### src/hcbd_pkg.sv
// ----------------------------------------------------------------------------
// hcbd_pkg
// Types, constants and character helpers shared by the chunked body decoder.
// ----------------------------------------------------------------------------
package hcbd_pkg;

    // Line feed ends header and size lines
    localparam logic [7:0] CH_LF    = 8'h0A;
    localparam logic [7:0] CH_PLUS  = 8'h2B;
    localparam logic [7:0] CH_MINUS = 8'h2D;
    localparam logic [7:0] CH_ZERO  = 8'h30;
    localparam logic [7:0] CH_LOW_X = 8'h78;
    localparam logic [7:0] CH_UP_X  = 8'h58;

    // Length of the lowercase "transfer-encoding: chunked" pattern
    localparam logic [4:0] PATTERN_LEN = 5'd26;

    // Response phase, one-hot
    typedef enum logic [5:0] {
        PH_HEADER = 6'b000001,
        PH_SIZE   = 6'b000010,
        PH_DATA   = 6'b000100,
        PH_SKIP   = 6'b001000,
        PH_IDLE   = 6'b010000,
        PH_FIN    = 6'b100000
    } phase_t;

    // Size line parse step, one-hot
    typedef enum logic [4:0] {
        SP_LEAD   = 5'b00001,
        SP_SIGNED = 5'b00010,
        SP_ZERO   = 5'b00100,
        SP_DIGITS = 5'b01000,
        SP_STOP   = 5'b10000
    } size_step_t;

    // Status from the header line matcher
    typedef struct packed {
        logic blank_end;   // LF closing a blank line (end of header)
        logic chunked;     // chunked encoding line seen so far
    } hdr_status_t;

    // Pattern byte at a match position
    function automatic logic [7:0] pattern_char(input logic [4:0] idx);
        logic [7:0] ch;
        begin
            case (idx)
                5'd0:    ch = "t";
                5'd1:    ch = "r";
                5'd2:    ch = "a";
                5'd3:    ch = "n";
                5'd4:    ch = "s";
                5'd5:    ch = "f";
                5'd6:    ch = "e";
                5'd7:    ch = "r";
                5'd8:    ch = "-";
                5'd9:    ch = "e";
                5'd10:   ch = "n";
                5'd11:   ch = "c";
                5'd12:   ch = "o";
                5'd13:   ch = "d";
                5'd14:   ch = "i";
                5'd15:   ch = "n";
                5'd16:   ch = "g";
                5'd17:   ch = ":";
                5'd18:   ch = " ";
                5'd19:   ch = "c";
                5'd20:   ch = "h";
                5'd21:   ch = "u";
                5'd22:   ch = "n";
                5'd23:   ch = "k";
                5'd24:   ch = "e";
                5'd25:   ch = "d";
                default: ch = 8'h00;
            endcase
            return ch;
        end
    endfunction

    // Tab, LF, VT, FF, CR and space
    function automatic logic is_ws(input logic [7:0] c);
        return (c == 8'h20) || (c inside {[8'h09:8'h0D]});
    endfunction

    function automatic logic [7:0] to_lower(input logic [7:0] c);
        return (c inside {[8'h41:8'h5A]}) ? (c + 8'h20) : c;
    endfunction

    // Hex digit value; bit 4 set when the byte is not a hex digit
    function automatic logic [4:0] hex_val(input logic [7:0] c);
        logic [4:0] v;
        begin
            if (c inside {[8'h30:8'h39]}) begin
                v = {1'b0, c[3:0]};
            end else if ((c inside {[8'h61:8'h66]}) || (c inside {[8'h41:8'h46]})) begin
                v = {1'b0, c[3:0] + 4'd9};
            end else begin
                v = 5'h10;
            end
            return v;
        end
    endfunction

endpackage

### src/hcbd_hdr_match.sv
// ----------------------------------------------------------------------------
// hcbd_hdr_match
// Header line matcher: trims each line and compares it, ignoring case,
// against the chunked transfer-encoding line; flags the blank line.
// ----------------------------------------------------------------------------
module hcbd_hdr_match (
    input  logic                clk,
    input  logic                rst_n,
    input  logic                en,       // header byte to consume
    input  logic                clear,    // response ends: back to reset state
    input  logic [7:0]          ch,
    output hcbd_pkg::hdr_status_t status
);

    logic [4:0] pos_reg,      pos_next;
    logic       failed_reg,   failed_next;
    logic       nonblank_reg, nonblank_next;
    logic       chunked_reg,  chunked_next;

    // Advance the line match on one header byte
    always_comb
    begin
        pos_next      = pos_reg;
        failed_next   = failed_reg;
        nonblank_next = nonblank_reg;
        chunked_next  = chunked_reg;
        if (en) begin
            if (ch == hcbd_pkg::CH_LF) begin
                if (nonblank_reg && !failed_reg && (pos_reg == hcbd_pkg::PATTERN_LEN)) begin
                    chunked_next = 1'b1;
                end
                pos_next      = '0;
                failed_next   = 1'b0;
                nonblank_next = 1'b0;
            end else if (!(!nonblank_reg && hcbd_pkg::is_ws(ch))) begin
                nonblank_next = 1'b1;
                if (!failed_reg) begin
                    if ((pos_reg < hcbd_pkg::PATTERN_LEN) &&
                        (hcbd_pkg::to_lower(ch) == hcbd_pkg::pattern_char(pos_reg))) begin
                        pos_next = pos_reg + 5'd1;
                    end else if (!((pos_reg == hcbd_pkg::PATTERN_LEN) && hcbd_pkg::is_ws(ch))) begin
                        failed_next = 1'b1;
                    end
                end
            end
        end
        if (clear) begin
            pos_next      = '0;
            failed_next   = 1'b0;
            nonblank_next = 1'b0;
            chunked_next  = 1'b0;
        end
    end

    always_ff @(posedge clk or negedge rst_n)
    begin
        if (!rst_n) begin
            pos_reg      <= '0;
            failed_reg   <= 1'b0;
            nonblank_reg <= 1'b0;
            chunked_reg  <= 1'b0;
        end else begin
            pos_reg      <= pos_next;
            failed_reg   <= failed_next;
            nonblank_reg <= nonblank_next;
            chunked_reg  <= chunked_next;
        end
    end

    assign status.blank_end = en && (ch == hcbd_pkg::CH_LF) && !nonblank_reg;
    assign status.chunked   = chunked_reg;

endmodule

### src/http_chunked_body_decoder_core.sv
// ----------------------------------------------------------------------------
// http_chunked_body_decoder_core
// Registers: input register, then result register. Throughput: one byte per
// cycle while the output is not stalled, set by the single-pass state update
// between the two registers; a one-deep input register absorbs stalls.
// Reset: asynchronous, active low; clears all parse state and the valid flags of both registers.
// ----------------------------------------------------------------------------
module http_chunked_body_decoder_core #(
    parameter int SIZE_BITS = 24
) (
    input  logic       clk,
    input  logic       rst_n,
    // Response byte stream
    input  logic       s_tvalid,
    output logic       s_tready,
    input  logic [7:0] s_tdata,   // [7:0] resp_byte
    input  logic       s_tlast,   // resp_last
    // Decoded body stream
    output logic       m_tvalid,
    input  logic       m_tready,
    output logic [7:0] m_tdata,   // [7:0] body_byte
    output logic       m_tuser,   // [0] body_valid
    output logic       m_tlast    // body_done
);

    // Input register
    logic       in_valid_reg;
    logic [7:0] in_byte_reg;
    logic       in_last_reg;

    // Result register
    logic       out_valid_reg;
    logic [7:0] out_byte_reg;
    logic       out_bvalid_reg;
    logic       out_done_reg;

    // Parse state
    hcbd_pkg::phase_t     phase_reg, phase_next;
    hcbd_pkg::size_step_t step_reg,  step_next;
    logic [SIZE_BITS-1:0] size_reg,  size_next;
    logic [SIZE_BITS-1:0] left_reg,  left_next;

    logic                  adv;
    logic                  proc;
    logic                  res_valid;
    logic                  res_done;
    logic                  hdr_en;
    logic                  clear;
    hcbd_pkg::hdr_status_t hdr_status;
    logic [4:0]            digit;
    logic                  is_hex;
    logic [SIZE_BITS+3:0]  size_wide;
    logic [SIZE_BITS-1:0]  size_add;

    // Advance when the result register is free or being drained
    assign adv      = !out_valid_reg || m_tready;
    assign proc     = in_valid_reg && adv;
    assign s_tready = !in_valid_reg || adv;
    assign hdr_en   = proc && (phase_reg == hcbd_pkg::PH_HEADER);
    assign clear    = proc && in_last_reg;

    hcbd_hdr_match u_hdr_match (
        .clk    (clk),
        .rst_n  (rst_n),
        .en     (hdr_en),
        .clear  (clear),
        .ch     (in_byte_reg),
        .status (hdr_status)
    );

    // Hex digit append with saturation
    assign digit     = hcbd_pkg::hex_val(in_byte_reg);
    assign is_hex    = !digit[4];
    assign size_wide = {size_reg, digit[3:0]};
    assign size_add  = (|size_wide[SIZE_BITS+3:SIZE_BITS]) ? {SIZE_BITS{1'b1}}
                                                           : size_wide[SIZE_BITS-1:0];

    // Per-byte state update
    always_comb
    begin
        phase_next = phase_reg;
        step_next  = step_reg;
        size_next  = size_reg;
        left_next  = left_reg;
        res_valid  = 1'b0;
        res_done   = 1'b0;
        if (proc) begin
            case (phase_reg)
                hcbd_pkg::PH_HEADER:
                begin
                    if (hdr_status.blank_end) begin
                        phase_next = hdr_status.chunked ? hcbd_pkg::PH_SIZE
                                                        : hcbd_pkg::PH_IDLE;
                    end
                end
                hcbd_pkg::PH_SIZE:
                begin
                    if (in_byte_reg == hcbd_pkg::CH_LF) begin
                        if (size_reg == '0) begin
                            phase_next = hcbd_pkg::PH_FIN;
                            res_done   = 1'b1;
                        end else begin
                            left_next  = size_reg;
                            phase_next = hcbd_pkg::PH_DATA;
                        end
                        step_next = hcbd_pkg::SP_LEAD;
                        size_next = '0;
                    end else begin
                        case (step_reg)
                            hcbd_pkg::SP_LEAD,
                            hcbd_pkg::SP_SIGNED:
                            begin
                                if ((step_reg == hcbd_pkg::SP_LEAD) &&
                                    hcbd_pkg::is_ws(in_byte_reg)) begin
                                    step_next = step_reg;
                                end else if ((step_reg == hcbd_pkg::SP_LEAD) &&
                                             (in_byte_reg == hcbd_pkg::CH_PLUS)) begin
                                    step_next = hcbd_pkg::SP_SIGNED;
                                end else if ((step_reg == hcbd_pkg::SP_LEAD) &&
                                             (in_byte_reg == hcbd_pkg::CH_MINUS)) begin
                                    size_next = '0;
                                    step_next = hcbd_pkg::SP_STOP;
                                end else if (in_byte_reg == hcbd_pkg::CH_ZERO) begin
                                    step_next = hcbd_pkg::SP_ZERO;
                                end else if (is_hex) begin
                                    size_next = size_add;
                                    step_next = hcbd_pkg::SP_DIGITS;
                                end else begin
                                    step_next = hcbd_pkg::SP_STOP;
                                end
                            end
                            hcbd_pkg::SP_ZERO:
                            begin
                                if ((in_byte_reg == hcbd_pkg::CH_LOW_X) ||
                                    (in_byte_reg == hcbd_pkg::CH_UP_X)) begin
                                    step_next = hcbd_pkg::SP_DIGITS;
                                end else if (is_hex) begin
                                    size_next = size_add;
                                    step_next = hcbd_pkg::SP_DIGITS;
                                end else begin
                                    step_next = hcbd_pkg::SP_STOP;
                                end
                            end
                            hcbd_pkg::SP_DIGITS:
                            begin
                                if (is_hex) begin
                                    size_next = size_add;
                                end else begin
                                    step_next = hcbd_pkg::SP_STOP;
                                end
                            end
                            default:
                            begin
                                step_next = step_reg;
                            end
                        endcase
                    end
                end
                hcbd_pkg::PH_DATA:
                begin
                    res_valid = 1'b1;
                    left_next = left_reg - {{(SIZE_BITS-1){1'b0}}, 1'b1};
                    if (left_next == '0) begin
                        phase_next = hcbd_pkg::PH_SKIP;
                    end
                end
                hcbd_pkg::PH_SKIP:
                begin
                    if (in_byte_reg == hcbd_pkg::CH_LF) begin
                        phase_next = hcbd_pkg::PH_SIZE;
                    end
                end
                default:
                begin
                    phase_next = phase_reg;
                end
            endcase
            // Final byte: report done unless the body already ended, then reset
            if (in_last_reg) begin
                if (phase_reg != hcbd_pkg::PH_FIN) begin
                    res_done = 1'b1;
                end
                phase_next = hcbd_pkg::PH_HEADER;
                step_next  = hcbd_pkg::SP_LEAD;
                size_next  = '0;
                left_next  = '0;
            end
        end
    end

    // Parse state registers
    always_ff @(posedge clk or negedge rst_n)
    begin
        if (!rst_n) begin
            phase_reg <= hcbd_pkg::PH_HEADER;
            step_reg  <= hcbd_pkg::SP_LEAD;
            size_reg  <= '0;
            left_reg  <= '0;
        end else begin
            phase_reg <= phase_next;
            step_reg  <= step_next;
            size_reg  <= size_next;
            left_reg  <= left_next;
        end
    end

    // Input register: take a request when empty or when the held byte moves on
    always_ff @(posedge clk or negedge rst_n)
    begin
        if (!rst_n) begin
            in_valid_reg <= 1'b0;
        end else if (s_tvalid && s_tready) begin
            in_valid_reg <= 1'b1;
        end else if (proc) begin
            in_valid_reg <= 1'b0;
        end
    end

    always_ff @(posedge clk)
    begin
        if (s_tvalid && s_tready) begin
            in_byte_reg <= s_tdata;
            in_last_reg <= s_tlast;
        end
    end

    // Result register: load on a produced result, drop when taken
    always_ff @(posedge clk or negedge rst_n)
    begin
        if (!rst_n) begin
            out_valid_reg <= 1'b0;
        end else if (adv) begin
            out_valid_reg <= proc && (res_valid || res_done);
        end
    end

    always_ff @(posedge clk)
    begin
        if (proc) begin
            out_byte_reg   <= res_valid ? in_byte_reg : 8'h00;
            out_bvalid_reg <= res_valid;
            out_done_reg   <= res_done;
        end
    end

    assign m_tvalid = out_valid_reg;
    assign m_tdata  = out_byte_reg;
    assign m_tuser  = out_bvalid_reg;
    assign m_tlast  = out_done_reg;

`ifndef SYNTHESIS
    // Data phase always has bytes still owed
    assert property (@(posedge clk) disable iff (!rst_n)
        (phase_reg == hcbd_pkg::PH_DATA) |-> (left_reg != '0))
        else $error("data phase with zero bytes left");

    // Size accumulator is only nonzero while parsing a size line
    assert property (@(posedge clk) disable iff (!rst_n)
        (phase_reg != hcbd_pkg::PH_SIZE) |-> (size_reg == '0))
        else $error("size value left over outside size phase");

    // A result without a data byte carries a zero byte
    assert property (@(posedge clk) disable iff (!rst_n)
        (m_tvalid && !m_tuser) |-> (m_tdata == 8'h00))
        else $error("nonzero body byte on a done-only result");

    // After the body ends only the final byte may act, and it gives no result
    assert property (@(posedge clk) disable iff (!rst_n)
        (proc && (phase_reg == hcbd_pkg::PH_FIN)) |-> (!res_valid && !res_done))
        else $error("result produced after body end");
`endif

endmodule
### config.mk
export PLATFORM = sky130hd
export DESIGN_NAME = http_chunked_body_decoder_core
export DESIGN_NICKNAME = d
export VERILOG_FILES = /design/src/hcbd_pkg.sv /design/src/hcbd_hdr_match.sv /design/src/http_chunked_body_decoder_core.sv
export SDC_FILE = /design/constraint.sdc
export NUM_CORES = 1
export LEC_CHECK = 0
export ABC_AREA = 1
export CORE_MARGIN = 10
export CORE_UTILIZATION = 30
export CTS_BUF_LIST = sky130_fd_sc_hd__clkbuf_8
export DETAILED_ROUTE_END_ITERATION = 6
export DONT_BUFFER_PORTS = 1
export PLACE_DENSITY = 0.49
export SLEW_MARGIN = 20
export SYNTH_ARGS = -nofsm -noshare
export SYNTH_HDL_FRONTEND = slang
export SYNTH_SLANG_ARGS = --single-unit
### constraint.sdc
create_clock -name clk -period 3.5 [get_ports clk]
set_input_delay 0.35 -clock clk [delete_from_list [all_inputs] [get_ports clk]]
set_output_delay 0.35 -clock clk [all_outputs]
set_load 0.01 [all_outputs]
==> results by group, run 1 <==
Synthesis
  • EDFF count, synth: 19
  • Adder-cell share of the synthesized area: 3.49%
  • Syn Nets: 880
  • Yosys top cell area share: 27.5%
  • Seq/Total Area, Yosys: 37.7%
  • Async S/R FF share, synth: 78.4%
  • Xor/xnor share of the synthesized area: 1.44%
  • Cell variety after synth: 44
  • Simple-gate share of the synthesized area: 35.2%
  • Synth area leaders: dfrtp_1 (28%), nand2_1 (13%), edfxtp_1 (9.4%)
  • Main synth FF type: dfrtp_1
  • Avg Inst Size Synth: 7.17 sq um
  • Yosys warns: 0
  • Yosys top cell by area: dfrtp_1
  • Largest family of logic cells by synthesized area: simple AND/OR/NAND/NOR gates
  • Number of synthesized register bits: 88
  • Synth Area in Compound Gates: 12.5%
  • Mapped cell area: 0.00609 sq mm
  • Synth Instances: 850
  • Post-synthesis mux area share: 0%

Layout
  • Ant diodes: 0
  • Nets: 876
  • Area Overhead vs Synth: 7.66%
  • Sequential Area: 0.00230 sq mm
  • Fill cells: 2189
  • Fin area: 0.00656 sq mm
  • Layout Utilization: 32.6%
  • Layout cell share with drive strength beyond 1: 8.46%
  • Multi-input gate area: 0.00321 sq mm

Job
  • Max-cap violations: 0

STA
  • Hold Fails Final Rpt: 0
  • Final Skew: 0.0199 ns
  • RSZ-0062 raised after global routing: false
  • Fin Setup TNS: 0 ns
  • Final cycle utilization of the critical path: 75.2%
  • # setup viols final: 0
  • Fin. max-slew vios: 0
  • Slew HR: 54.9%
  • Fmax: 380 MHz
  • Least-Margin Pin Slew: 0.675 ns
  • Min cycle time layout: 2.63 ns

Setup path
  • Critical path origin: in_byte_reg[1]
  • Top cell by count, worst path: inv_1
  • Reg2reg start: in_byte_reg[1]
  • CP peak stage delay: 0.52 ns
  • Worst path required time: 3.74 ns
  • CP delay by family, top: simple AND/OR/NAND/NOR gates
  • Crit path DAT: 2.87 ns
  • CP Max Fanout: 22
  • CP Buf/Inv Count: 4
  • Crit-path slowest cell: edfxtp_1
  • CP startpoint kind: flop
  • Critical Path End Type: flop
  • Crit path kind: reg -> reg
  • Worst path cell trace: inv_1, ha_1, inv_1, nand3_1, nand4_1, nand3b_1, nand2_1, buf_4, nand2_1, o21ai_0, inv_1, nor2_1, a21oi_1

Power
  • Pleak: 3.23 nW
  • Power Density: 667 mW/mm^2
  • Peak VDD IR: 0.000209 V

Routing
  • Post-route ant nets: 0
  • Via density per instance: 4.72
  • Post-route DRC: 0
  • Pre-antenna DRT Iters: 5
  • Via count: 5295
  • Avg WL per Cell: 14.1 um
  • Drt initial violations: 373
  • Final wirelength: 15800 um

Global routing
  • Vias in the first global route: 5183
  • Initial antenna violation count: 0
  • Met2 usage: 20.1%
  • Grt total ovfl: 0
  • Met1 usage: 15.9%
  • First-pass GRT wire length: 26600 um
  • Largest net degree at the start of global routing: 70
  • Met3 global-route usage: 2.15%
  • Total GRT Usage: 12.1%
  • Gr busiest metal: met2

CTS
  • CTS max path bufs: 2
  • H-tree depth: 3
  • Root Driver: clkbuf_8
  • Num CTS Buffers: 9
  • Hold-fix buffers at CTS: 2
  • Worst skew pair latency: 0.38 ns
  • Clk sinks: 88
  • Clock transition at the registers of the reported paths: 0.10 ns
  • Post-CTS sizing: 0
  • CTS tree: built
  • Post-CTS setup buffer count: 0

Die
  • Chip width: 163 um
  • Core area: 0.0201 sq mm
  • Die area: 0.0264 sq mm
  • Starting density of the core: 30.3%
  • Num ports: 25
  • Chip height: 163 um
  • Rows: 52

Placed design
  • Gpl congestion: 0.860
  • PortBufs: 0
  • Placed Area: 0.00632 sq mm
  • Dpl hpwl: 11800 um

Hold path
  • Hold Path Origin: s_tlast
  • HP Class: in -> reg

Run status
  • Outcome: finished clean
[worst register-to-register path, stage by stage, from the launching register on]
cell      delay [ns]
edfxtp_1        0.52
inv_1           0.24
ha_1            0.19
inv_1           0.08
nand3_1         0.15
nand4_1         0.10
nand3b_1        0.20
nand2_1         0.13
buf_4           0.27
nand2_1         0.24
o21ai_0         0.21
inv_1           0.05
nor2_1          0.09
a21oi_1         0.05
[cells in the mapped netlist, types with 6 or more instances]
master,number
nand3_1,70
a21oi_1,16
nand2_1,218
o22ai_2,10
ha_1,17
nor2_2,9
o21ai_0,50
xor2_1,10
inv_2,12
dfrtp_1,67
o21a_1,16
nand4_1,20
clkbuf_1,6
o22ai_1,11
edfxtp_1,19
inv_1,105
nor2_1,119
and2_1,14
[power by group]
part | internal [mW] | total [mW] | switching (mW)
combinational | 0.671 | 2.05 | 1.38
clock | 0.363 | 0.750 | 0.387
sequential | 1.33 | 1.57 | 0.236
[final cells by class]
cell class              count  share of cell area (%)
multi-input cells         622                    48.9
well taps                 270                    5.15
repair buffers              4                   0.801
inverters                 121                    7.00
clock inverters             5                   0.744
flip-flops and latches     88                    35.1
clock buffers              11                    2.31
[metrics by stage]
| stage | hold slack, ns | total power, mW | instances | setup slack (ns) |
|---|---|---|---|---|
| floorplan | 0.0544 | 3.13 | 850 | 1.46 |
| global placement | 0.0592 | 3.63 | 1103 | 0.853 |
| detailed placement | 0.0597 | 3.62 | 1103 | 0.769 |
| CTS | 0.0369 | 4.42 | 1121 | 0.758 |
| global route | 0.0356 | 4.77 | 1121 | 0.609 |
| finish | 0.0608 | 4.37 | 1121 | 0.869 |
[worst paths after layout]
| check | cells after the start | slack (ns) | endpoint |
|---|---|---|---|
| min in group asynchronous | 2 | 0.50 | left_reg[16] |
| max | 13 | 0.87 | size_reg[0] |
| max in group asynchronous | 2 | 2.62 | step_reg[0] |
| max reg2reg | 13 | 0.87 | size_reg[0] |
| min reg2reg | 2 | 0.48 | phase_reg[0] |
| min | 0 | 0.06 | in_last_reg |
[placed cells by master, fill, tap and decap left out, types with 4 or more instances in the layout]
| cell | Yosys | layout |
|---|---|---|
| nand2_1 | 218 | 218 |
| o21ai_1 | 4 | 4 |
| nand4_1 | 20 | 20 |
| and2_1 | 14 | 14 |
| inv_2 | 12 | 12 |
| ha_1 | 17 | 17 |
| dfrtp_1 | 67 | 67 |
| nand2_2 | 5 | 5 |
| o22ai_2 | 10 | 10 |
| nor2_4 | 5 | 5 |
| nand3_1 | 70 | 70 |
| nor2_1 | 119 | 118 |
| o21a_1 | 16 | 16 |
| inv_1 | 105 | 108 |
| edfxtp_1 | 19 | 19 |
| nor2_2 | 9 | 10 |
| nor3_1 | 4 | 4 |
| xor2_1 | 10 | 10 |
| o22ai_1 | 11 | 11 |
| clkbuf_8 | 0 | 11 |
| a21oi_1 | 16 | 16 |
| o21ai_0 | 50 | 50 |
[per-layer routing]
| metal | wire length [um] | share of wire [%] |
|---|---|---|
| met5 | 0 | 0 |
| met4 | 114 | 0.72 |
| met1 | 7730 | 49 |
| met2 | 7480 | 47 |
| met3 | 464 | 2.9 |
[cells by family after synthesis]
| kind of cell | count (synthesis) |
|---|---|
| AND/OR/NAND/NOR | 477 |
| AO/OA/AOI/OAI | 118 |
| XOR/XNOR | 10 |
| adder cells (fa/ha/maj) | 17 |
| buffers and inverters | 140 |
| flip-flops | 88 |
Power figures use the tool's default switching activity.
==> run 2: changes to the inputs <==
--- a/config.mk
+++ b/config.mk
@@ -5,7 +5,7 @@
 export SDC_FILE = /design/constraint.sdc
 export NUM_CORES = 1
 export LEC_CHECK = 0
-export ABC_AREA = 1
+export ABC_AREA = 0
 export CORE_MARGIN = 10
 export CORE_UTILIZATION = 30
 export CTS_BUF_LIST = sky130_fd_sc_hd__clkbuf_8
==> constraint.sdc (replaced) <==
create_clock -name clk -period 2.6 [get_ports clk]
set_input_delay 0.26 -clock clk [delete_from_list [all_inputs] [get_ports clk]]
set_output_delay 0.26 -clock clk [all_outputs]
set_load 0.01 [all_outputs]
==> run 2 against run 1 <==
  * The run now ends with negative setup slack left
  * Sequential power up 20%
  * Sequential share of layout area down 2.9 points
  * Wire length up 8.1%
  * Cell area up 9.1%
  * Maximum frequency down 11%
  * Clock power up 37%
  * Largest power group unchanged
==> results by group, run 2 <==
Synthesis
  • Seq/Total Area, Yosys: 40.7% (+3.0 points)
  • Main synth FF type: dfrtp_1
  • Yosys warns: 0 (unchanged)
  • Post-synth top cells: o21ai_0 (80), nor2_1 (79), dfrtp_1 (67)
  • Avg Inst Size Synth: 8.53 sq um (+19%)
  • Top-count cell post-synth: o21ai_0
  • EDFF count, synth: 19 (unchanged)
  • Yosys top cell area share: 29.7% (+2.2 points)
  • Number of synthesized register bits: 88 (unchanged)
  • Mapped cell area: 0.00564 sq mm (-7.4%)
  • Synth area leaders: dfrtp_1 (30%), edfxtp_1 (10%), o21ai_0 (7.1%)
  • Yosys top cell by area: dfrtp_1
  • Cell variety after synth: 64 (+45%)
  • Synth Instances: 662 (-22%)
  • Async S/R FF share, synth: 78.4% (unchanged)
  • Syn Nets: 692 (-21%)

Layout
  • Nets: 775 (-12%)
  • Ant diodes: 0 (unchanged)
  • Area Overhead vs Synth: 26.8%
  • Commonest non-fill, non-tap cell in the layout: buf_4
  • Most frequent cells in the layout: buf_4 (100), nor2_1 (78), o21ai_0 (77), dfrtp_1 (66), a21oi_1 (57)
  • Fill cells: 1881 (-14%)
  • Layout Cells excl Fill: 984 (-12%)
  • Fin area: 0.00716 sq mm (+9.1%)
  • Layout cell share with drive strength beyond 1: 23.6% (+15 points)

Placed design
  • Dpl hpwl: 12200 um (+3.2%)
  • PortBufs: 0 (unchanged)
  • Placed Area: 0.00658 sq mm (+4.1%)
  • Placed cells: 952 (-14%)
  • Pre-CTS worst setup slack: -0.448 ns (-1.22 ns)
  • Gpl congestion: 0.902 (+4.8%)

Global routing
  • Met1 usage: 17.5% (+1.6 points)
  • Grt total ovfl: 0 (unchanged)
  • Met3 global-route usage: 3.38% (+1.2 points)
  • Gr busiest metal: met2
  • Vias in the first global route: 5458 (+5.3%)
  • Largest net degree at the start of global routing: 70 (unchanged)
  • First-pass GRT wire length: 28000 um (+5.5%)
  • Total GRT Usage: 14.0% (+1.9 points)
  • Initial antenna violation count: 0 (unchanged)
  • Met2 usage: 23.2% (+3.1 points)

Setup path
  • Crit-path slowest cell: or4_4
  • CP delay by family, top: simple AND/OR/NAND/NOR gates
  • CP peak stage delay: 0.52 ns (about the same)
  • Critical Path End Type: flop
  • Crit path DAT: 3.25 ns (+0.38 ns)
  • CP Max Fanout: 4 (-82%)
  • Crit path kind: reg -> reg
  • CP startpoint kind: flop
  • Worst path cell trace: inv_2, ha_4, and2_4, a311oi_2, o311ai_1, or4b_1, or4_4, or3b_4, mux2i_1
  • Worst path required time: 2.90 ns (-0.84 ns)
  • CP Buf/Inv Count: 1 (-3)

Routing
  • Via density per instance: 5.48 (+16%)
  • Pre-antenna DRT Iters: 5 (unchanged)
  • Final wirelength: 17100 um (+8.1%)
  • Post-route ant nets: 0 (unchanged)
  • Drt initial violations: 287 (-23%)
  • Post-route DRC: 0 (unchanged)
  • Avg WL per Cell: 17.4 um (+23%)
  • Via count: 5396 (+1.9%)

STA
  • Final Skew: 0.0155 ns (-0.00441 ns)
  • Fmax: 339 MHz (-11%)
  • Least-Margin Pin Slew: 0.546 ns (-0.129 ns)
  • # setup viols final: 7 (+7)
  • Slew HR: 63.3% (+8.3 points)
  • Hold Fails Final Rpt: 0 (unchanged)
  • RSZ-0062 raised after global routing: true
  • Final cycle utilization of the critical path: 113% (+38 points)
  • Min cycle time layout: 2.95 ns (+0.320 ns)
  • Fin. max-slew vios: 0 (unchanged)
  • Worst setup margin: -0.351 ns (-1.22 ns)

Die
  • Rows: 50 (-3.8%)
  • Starting density of the core: 30.4% (+0.075 points)
  • Num ports: 25 (unchanged)
  • Die area: 0.0247 sq mm (-6.5%)
  • Core area: 0.0186 sq mm (-7.6%)
  • Chip height: 157 um (-3.3%)
  • Chip width: 157 um (-3.3%)

Job
  • Max-cap violations: 0 (unchanged)

CTS
  • Clock transition at the registers of the reported paths: 0.10 ns (about the same)
  • CTS tree: built
  • Clk sinks: 88 (unchanged)
  • H-tree depth: 3 (unchanged)
  • Num CTS Buffers: 9 (unchanged)
  • Root Driver: clkbuf_8
  • CTS max path bufs: 2 (unchanged)
  • Worst skew pair latency: 0.38 ns (about the same)

Power
  • Pleak: 2.99 nW (-7.5%)
  • Power Density: 677 mW/mm^2 (+1.5%)
  • Peak VDD IR: 0.000424 V (+100%)

Run status
  • Failing checks: negative setup slack
  • Outcome: complete, but fails checks

Hold path
  • HP Class: in -> reg
run 2: kinds of logic (layout without fill, tap and decap cells):
group                    after synthesis  count (layout)  share of synthesized area (%)
flip-flops                            88              88                           40.7
XOR/XNOR                              12              12                           1.86
AND/OR/NAND/NOR                      262             262                           24.9
buffers and inverters                 64             152                           4.61
adder cells (fa/ha/maj)               17              17                           3.77
multiplexers                          10              10                           2.08
AO/OA/AOI/OAI                        209             209                           22.0
run 2: what timing repair did:
item,CTS,global route
pin swaps,8,14
hold buffers,12,0
resized for setup,19,29
buffers inserted,1,4
setup endpoints to repair,26,56
hold endpoints to repair,79,0
run 2: layer usage:
| metal | vias to the layer above | wire length [um] |
|---|---|---|
| met5 | - | 0 |
| met4 | 0 | 332 |
| met3 | 23 | 824 |
| met2 | 122 | 8240 |
| met1 | 2645 | 7680 |
| li1 | 2606 | - |
run 2: path summary, 6_finish.rpt:
check                                  startpoint                endpoint  slack (ns)  depth (start not counted)
setup / recovery           u_hdr_match.pos_reg[0]  u_hdr_match.pos_reg[0]       -0.35                          9
hold / removal                           m_tready                m_tvalid        0.11                          2
setup reg to reg           u_hdr_match.pos_reg[0]  u_hdr_match.pos_reg[0]       -0.35                          9
hold reg to reg                      left_reg[15]            left_reg[15]        0.53                          2
max in group asynchronous                   rst_n             step_reg[0]        1.84                          2
min in group asynchronous                   rst_n             left_reg[1]        0.40                          2
run 2: through the flow:
| step | hold WS, ns | utilization, % | setup TNS, ns | power [mW] |
|---|---|---|---|---|
| final | 0.113 | 38.5 | -1.76 | 4.84 |
| after floorplan | -0.0356 | - | -1.47 | 2.85 |
| after global placement | -0.0310 | 35.4 | -2.59 | 3.58 |
| after global routing | 0.123 | 38.5 | -2.50 | 5.16 |
| after CTS | 0.0885 | 37.7 | -1.44 | 4.74 |
| after detailed placement | -0.0300 | 35.4 | -3.44 | 3.59 |
run 2: area by class of cell:
| class | instances | area, sq um | area share [%] |
|---|---|---|---|
| clock buffer | 10 | 138 | 1.92 |
| timing repair buffer | 116 | 960 | 13.4 |
| sequential | 88 | 2300 | 32.1 |
| multi-input combinational | 510 | 3320 | 46.3 |
| clock inverter | 6 | 68.8 | 0.961 |
| tap | 234 | 293 | 4.09 |
| inverter | 20 | 82.6 | 1.15 |
run 2: report_power, final:
group	total, mW	leakage [nW]	internal, mW	switching, mW
Sequential	1.88	1.11	1.61	0.266
Combinational	1.94	1.77	0.927	1.01
Clock	1.03	0.102	0.474	0.552
Total	4.84	2.99	3.02	1.83
